<file path="src/rtl/krmv_pkg.sv">
`timescale 1ns / 1ps
package krmv_pkg;
  localparam int unsigned NumSlots  = 4;
  localparam int unsigned MaxWorlds = 4;
  localparam int unsigned MaxCoords = 256;
  localparam int unsigned Depth     = MaxWorlds * MaxCoords;
  localparam int unsigned AddrW     = $clog2(Depth);
  localparam int unsigned SlotW     = $clog2(MaxWorlds);
  localparam int unsigned CoordW    = $clog2(MaxCoords);
  localparam int unsigned CfgIdxW   = 3;
  localparam int unsigned CfgDataW  = 8;
  localparam int unsigned NW        = 25;
  localparam logic [47:0] VarMax    = 48'hFFFF_FFFF_FFFF;

  localparam logic [CfgIdxW-1:0] CfgWorldsInUse = 3'd4;

  typedef struct packed {
    logic [7:0]  world_key;
    logic [7:0]  coord_index;
    logic signed [31:0] sample_value;
    logic [23:0] earlier_samples;
  } in_word_t;

  typedef struct packed {
    logic        world_found;
    logic signed [31:0] mean_out;
    logic signed [31:0] deviation_out;
    logic [47:0] variance_out;
  } out_word_t;

  typedef struct packed {
    logic [31:0] mean;
    logic [31:0] dev;
    logic [47:0] var_v;
  } stat_t;

  // divider control
  typedef struct packed {
    logic        start;
    logic [48:0] num;
    logic [NW-1:0] den;
  } div_req_t;
endpackage

</file>
<file path="src/rtl/krmv_div.sv">
`timescale 1ns / 1ps
// Radix-2 restoring divider, unsigned 49-bit numerator, one quotient bit a cycle.
module krmv_div (
  input  logic              clk_i,
  input  logic              rst_ni,
  input  krmv_pkg::div_req_t req_i,
  output logic              done_o,
  output logic [48:0]       quo_o
);
  import krmv_pkg::*;
  logic [48:0] q_q, q_d;
  logic [NW:0] r_q, r_d;
  logic [NW-1:0] den_q;
  logic [5:0] cnt_q, cnt_d;
  logic busy_q, busy_d, done_q, done_d;
  logic [NW:0] tr;

  always_comb begin
    q_d = q_q; r_d = r_q; cnt_d = cnt_q; busy_d = busy_q; done_d = 1'b0;
    tr = {r_q[NW-1:0], q_q[48]};
    if (req_i.start) begin
      q_d = req_i.num; r_d = '0; cnt_d = 6'd49; busy_d = 1'b1;
    end else if (busy_q) begin
      if (tr >= {1'b0, den_q}) begin
        r_d = tr - {1'b0, den_q}; q_d = {q_q[47:0], 1'b1};
      end else begin
        r_d = tr; q_d = {q_q[47:0], 1'b0};
      end
      cnt_d = cnt_q - 6'd1;
      if (cnt_q == 6'd1) begin
        busy_d = 1'b0; done_d = 1'b1;
      end
    end
  end

  always_ff @(posedge clk_i or negedge rst_ni) begin
    if (!rst_ni) begin
      busy_q <= 1'b0; done_q <= 1'b0; cnt_q <= '0;
    end else begin
      busy_q <= busy_d; done_q <= done_d; cnt_q <= cnt_d;
    end
  end

  always_ff @(posedge clk_i) begin
    q_q <= q_d; r_q <= r_d;
    if (req_i.start) den_q <= req_i.den;
  end

  assign done_o = done_q;
  assign quo_o  = q_q;
endmodule

</file>
<file path="config.mk">
export PLATFORM = sky130hd
export DESIGN_NAME = krmv_div
export DESIGN_NICKNAME = d
export VERILOG_FILES = /design/src/rtl/krmv_pkg.sv /design/src/rtl/krmv_div.sv
export SDC_FILE = /design/constraint.sdc
export NUM_CORES = 1
export LEC_CHECK = 0
export BUFFER_PORTS_ARGS = -buffer_cell sky130_fd_sc_hd__buf_2
export CORE_ASPECT_RATIO = 1.4
export CORE_MARGIN = 2
export CORE_UTILIZATION = 49
export CTS_CLUSTER_SIZE = 40
export DETAILED_ROUTE_END_ITERATION = 10
export GPL_TIMING_DRIVEN = 0
export PLACE_DENSITY = 0.87
export SYNTH_ARGS = -nofsm -noshare
export SYNTH_HDL_FRONTEND = slang
export SYNTH_SLANG_ARGS = --single-unit
</file>
<file path="constraint.sdc">
create_clock -name clk_i -period 3.16 [get_ports clk_i]
set_input_delay 0 -clock clk_i [delete_from_list [all_inputs] [get_ports clk_i]]
set_output_delay 0 -clock clk_i [all_outputs]
set_load 0.05 [all_outputs]
</file>
==> results.cfg, run 1 <==
[die]
die_area_sq_mm = 0.0123
initial_core_util = 0.499
die_h_um = 130
coreArea_sq_mm = 0.0112
die_w_um = 94.3
rows = 46
ios = 127

[final_layout]
final_area_sq_mm = 0.00774
drive_gt1_frac = 0.323
fin_nets = 831
syn_to_final_growth_pct = 38.3
antenna_cells = 0
layoutNonFillerInstCount = 875
utilization = 0.690

[logic_synthesis]
avgSynthCellArea_sq_um = 11.2
synth-seq-cells = 107
async_flop_share = 0.0748
syn_area_sq_mm = 0.00560
synth_cell_type_count = 55
synth-main-ff-cell = edfxtp_1
yosys_warnings = 0
seq_area_frac_synth = 0.522
synth-edff-count = 74
synth_fp_nets = 606
syn_inst = 501

[global_route]
grt_pass1_wl_um = 27400
grt_max_degree = 50
gr-total-overflow = 0
grt_pass1_vias = 5297
antenna_found_initial = 0
grtUsageTotal = 0.296

[cts]
cts.clk_slew.worst_paths_ps = 90
htree_levels = 3
clockBufferDepth = 2
cts_tree = built
cts_buffers = 9
cts_root_buffer = clkbuf_16
clkLatencyLatePin_ps = 360
cts_sinks = 107

[placed_design]
dp_cells = 771
dpl.hpwl_um = 10200
port_buffers = 126
gp_congestion = 0.937
place_area_sq_mm = 0.00642

[drt]
antenna_left = 0
drt_iter0_markers = 541
drc = 0
vias = 5239
wl_per_cell_um = 21.3
wirelength_um = 18600
routed_via_density = 5.99
dr.pass1.iters = 7

[sta]
hold_viol = 0
fin_setup_tns_ps = -166
relSlewSlack = 0.308
fin_ws_ps = -68.4
maxSlewViolCount = 0
worst_slew_pin_slew_ps = 1040
period_share = 1.02
rsz0062_at_grt = true
clock.fmax_mhz = 310
post-route-min-period_ps = 3230
setup_viol = 6
skew_ps = 12.9

[critical_path]
worstPathArrival_ps = 3340
cp.required_ps = 3280
startpoint_type = flip-flop
endpoint_kind = flip-flop
path_class = reg -> reg
path_max_fanout = 5

[run]
maxCapViolations = 0

[run_status]
violations = negative setup slack
status = complete, but fails checks

[power]
power.density_mw_per_mm2 = 733
p_leak_nw = 3.35
ir_drop_mv = 0.460
power.total_w = 0.00567

[min_path]
hold_path.class = in -> async
## cells in the mapped netlist (3+ instances only)
library cell | n | area [sq um]
edfxtp_1 | 74 | 2220
nand2_1 | 54 | 203
mux2_2 | 50 | 563
nor2_1 | 41 | 154
inv_1 | 37 | 139
ha_1 | 27 | 338
a21oi_1 | 25 | 125
dfxtp_1 | 25 | 500
a311oi_1 | 20 | 175
clkbuf_1 | 17 | 63.8
xnor2_1 | 15 | 131
o21ai_0 | 11 | 55.1
dfrtp_1 | 8 | 200
a21o_1 | 7 | 52.6
nor3_1 | 7 | 35.0
xor2_1 | 7 | 61.3
nand2b_1 | 6 | 37.5
nand3_1 | 6 | 30.0
a31oi_1 | 5 | 31.3
nand4_1 | 5 | 31.3
a211oi_1 | 4 | 30.0
buf_2 | 4 | 20.0
or3_1 | 4 | 25.0
or2_2 | 3 | 18.8
## metal layers
metal | routed length (um) | part of all wire | vias to the layer above | global-route usage
met4 | 1290 | 0.069 | 0 | 0.176
met1 | 6350 | 0.34 | 2479 | 0.308
met3 | 1350 | 0.072 | 108 | 0.0648
met2 | 9650 | 0.52 | 375 | 0.542
met5 | 0 | 0 | - | 0
li1 | - | - | 2277 | -
## through the flow
stage	setup slack [ps]	hold slack (ps)
after CTS	33.6	7.94
after detailed placement	-333	-147
after global routing	-126	50.5
final	-68.4	45.2
after global placement	-193	-150
after floorplan	-54.6	-296
## final cells by class
type                       instances  area (sq um)
clock buffer                       9           225
buffer                            23           136
fill                             740          3480
clock inverter                     7          91.3
multi-input combinational        333          2540
tap                              144           180
timing repair buffer             214          1500
sequential                       107          2920
inverter                          38           148
## path summary, 6_finish.rpt
kind / to / depth (start not counted) / slack (ps) / from
min in group clk_i: den_q[6] / 1 / 230 / req_i[74]
min reg2reg: r_q[2] / 2 / 490 / r_q[2]
max in group asynchronous: cnt_q[3] / 2 / 2930 / rst_ni
max: quo_o[0] / 12 / -70 / quo_o[48]
max reg2reg: quo_o[0] / 12 / -70 / quo_o[48]
min: cnt_q[5] / 2 / 50 / rst_ni
## repair_timing
action | in CTS | in global routing
gates resized for setup | 6 | 31
endpoints found under the hold margin | 81 | 1
pin swaps | 2 | 13
hold buffers | 74 | 1
setup endpoints to repair | 22 | 24
cloned | 0 | 1
buffers inserted | 1 | 11
## where the power goes
group | internal, W | switching [W]
clock network | 0.000639 | 0.000594
logic | 0.00105 | 0.00143
registers | 0.00175 | 0.000199
total | 0.00344 | 0.00223
## cells in the final DEF (no fill, tap or decap), types with 24 or more instances in the layout
cell type,synthesis,final
edfxtp_1,74,74
ha_1,27,26
nand2_1,54,53
buf_2,4,130
inv_1,37,35
mux2_2,50,49
nor2_1,41,40
a21oi_1,25,24
dfxtp_1,25,25
dlygate4sd3_1,0,75
## worst max-delay path, stage by stage, from the launching register on
cell and delay, ps:
edfxtp_1 440, inv_1 100, ha_2 180, inv_2 40
fa_2 360, a21o_1 230, a221oi_4 270, a221o_1 290
a21oi_4 110, a211o_4 390, buf_8 140, buf_8 120
mux2_4 280
## registers in the layout, summed over array words and instances (netlist names)
| signal | cells |
|---|---|
| den_q | 25 |
| done_o | 1 |
| busy_q | 1 |
| quo_o | 49 |
| r_q | 25 |
| cnt_q | 6 |
## cell families (layout without fill, tap and decap cells)
kind of cell,Yosys count,count (layout),synth area share
xor+xnor,22,22,0.0344
compound gates,91,91,0.118
mux,50,50,0.101
simple gates,142,142,0.118
fa+ha+maj,28,28,0.0640
buf+inv,61,291,0.0432
flops,107,107,0.522
(Power assumes the default switching activity.)
==> inputs of run 2 (changes only) <==
--- a/config.mk
+++ b/config.mk
@@ -8,11 +8,11 @@
 export BUFFER_PORTS_ARGS = -buffer_cell sky130_fd_sc_hd__buf_2
 export CORE_ASPECT_RATIO = 1.4
 export CORE_MARGIN = 2
-export CORE_UTILIZATION = 49
+export CORE_UTILIZATION = 54
 export CTS_CLUSTER_SIZE = 40
 export DETAILED_ROUTE_END_ITERATION = 10
 export GPL_TIMING_DRIVEN = 0
-export PLACE_DENSITY = 0.87
+export PLACE_DENSITY = 0.91
 export SYNTH_ARGS = -nofsm -noshare
 export SYNTH_HDL_FRONTEND = slang
 export SYNTH_SLANG_ARGS = --single-unit
==> constraint.sdc (replaced) <==
create_clock -name clk_i -period 3.7 [get_ports clk_i]
set_input_delay 0 -clock clk_i [delete_from_list [all_inputs] [get_ports clk_i]]
set_output_delay 0 -clock clk_i [all_outputs]
set_load 0.05 [all_outputs]
==> run 2 against run 1 <==
  * The flow now finishes without violations
  * Global-route usage is essentially flat
  * Worst hold slack worse by 33 ps
  * Clock skew decreased by 1.0 ps
  * Die area fell by 8.9%
  * Core utilization is 4.3 points higher
  * Sequential cell count is the same
  * Sequential power fell by 15%
  * Critical path depth stayed put
  * Cell count fell by 2.1%
  * Sequential share of layout area rose by 1.2 points
  * Critical path type unchanged
  * Highest routed layer unchanged
==> results.cfg, run 2 (same netlist as run 1, synthesis figures left out) <==
[sta]
fin_setup_tns_ps = 0
relSlewSlack = 0.252
post-route-min-period_ps = 3410
setup_viol = 0
worst_slew_pin_slew_ps = 1090
maxSlewViolCount = 0
rsz0062_at_grt = false
period_share = 0.922
clock.fmax_mhz = 293
fin_ws_ps = 287
hold-worst-slack_ps = 12.1
hold_viol = 0
skew_ps = 11.9

[placed_design]
gp_congestion = 0.898
place_ws_ps = 225
port_buffers = 126
dpl.hpwl_um = 9950

[global_route]
antenna_found_initial = 0
gr-total-overflow = 0
grt_pass1_wl_um = 26000
grtUsageTotal = 0.296
grt_pass1_vias = 5224
grt_max_degree = 39

[cts]
clockBufferDepth = 2
cts_buffers = 9
cts_root_buffer = clkbuf_16
cts_sinks = 107
clkLatencyLatePin_ps = 370
post_cts_buffers = 0
cts_tree = built
cts.clk_slew.worst_paths_ps = 80
htree_levels = 3

[drt]
antenna_left = 0
vias = 4891
routed_via_density = 5.71
drt_iter0_markers = 317
wl_per_cell_um = 19.0
wl_met3_um = 1200
dr.pass1.iters = 5
maxUsedRoutingLayer = met4
wl_met1_um = 5860
drc = 0
wirelength_um = 16300
wl_met2_um = 8600

[run_status]
status = complete, no violations

[run]
maxCapViolations = 0

[die]
initial_core_util = 0.546
die_area_sq_mm = 0.0112
ios = 127
die_h_um = 124
die_w_um = 90.0
coreArea_sq_mm = 0.0102
rows = 44

[critical_path]
worstPathArrival_ps = 3540
r2r_cells = 12
reg2reg_slack_ps = 290
cp.required_ps = 3830
endpoint_kind = flip-flop
r2r-start = quo_o[48]
path_class = reg -> reg
worstReg2RegEnd = quo_o[0]
startpoint_type = flip-flop
path_max_fanout = 10

[final_layout]
final_cell_mix = 130 x buf_2, 75 x dlygate4sd3_1, 74 x edfxtp_1
fin_nets = 819
antenna_cells = 0
layout_commonest_cell = buf_2
syn_to_final_growth_pct = 34.1
drive_gt1_frac = 0.293
largest_reg_flops = 49

[power]
ir_drop_mv = 0.324
p_leak_nw = 3.27
power.density_mw_per_mm2 = 603

[min_path]
hold_path.class = in -> async
==> run 2: routing by layer <==
metal  global-route usage  up-vias
li1                     -     2267
met1                0.317     2318
met2                0.536      256
met3               0.0696       50
met4                0.154        0
met5                    0        -
==> run 2: what timing repair did <==
| action | CTS | global route |
|---|---|---|
| hold endpoints to repair | 82 | 0 |
| resized for setup | 0 | 4 |
| hold buffers | 75 | 0 |
| endpoints found under the setup margin | 0 | 20 |
==> run 2: worst max-delay path: stages, from the launching register on <==
cell and delay [ps]:
edfxtp_1 450, inv_1 90, ha_1 150, inv_1 50, fa_1 410, a21o_1 240
a221oi_2 380, a221o_1 270, a21oi_1 140, a211o_2 360, buf_4 180, buf_4 190
mux2_2 270
==> run 2: final cells by class <==
| class | count | area [sq um] |
|---|---|---|
| tap | 138 | 173 |
| clock inverter | 7 | 108 |
| buffer | 23 | 101 |
| inverter | 38 | 143 |
| clock buffer | 9 | 225 |
| sequential | 107 | 2920 |
| timing repair buffer | 202 | 1400 |
| fill | 694 | 2740 |
| multi-input combinational | 333 | 2430 |
==> run 2: worst max path at each step <==
| stage | from | to | slack (ps) | cells after the start |
|---|---|---|---|---|
| after floorplan | quo_o[48] | quo_o[0] | 420 | 12 |
| after global placement | quo_o[48] | r_q[20] | 250 | 13 |
| after detailed placement | quo_o[48] | r_q[20] | 220 | 13 |
| after CTS | quo_o[48] | r_q[13] | 160 | 13 |
| after global routing | quo_o[48] | r_q[14] | 40 | 13 |
| final | quo_o[48] | quo_o[0] | 290 | 12 |
==> run 2: through the flow <==
stage                util  power [W]  area [sq um]  std cells
floorplan               -    0.00293          5600        501
global placement    0.625    0.00328          6400        765
detailed placement  0.627    0.00334          6420        766
CTS                 0.733    0.00445          7500        857
global route        0.733    0.00474          7500        857
finish              0.733    0.00452          7500        857
==> run 2: report_power, final <==
group	total, W	switching [W]	leakage [nW]	internal, W
clock	0.00106	0.000507	0.160	0.000551
sequential	0.00165	0.000154	1.06	0.00150
combinational	0.00181	0.00110	2.04	0.000712
total	0.00452	0.00176	3.27	0.00276
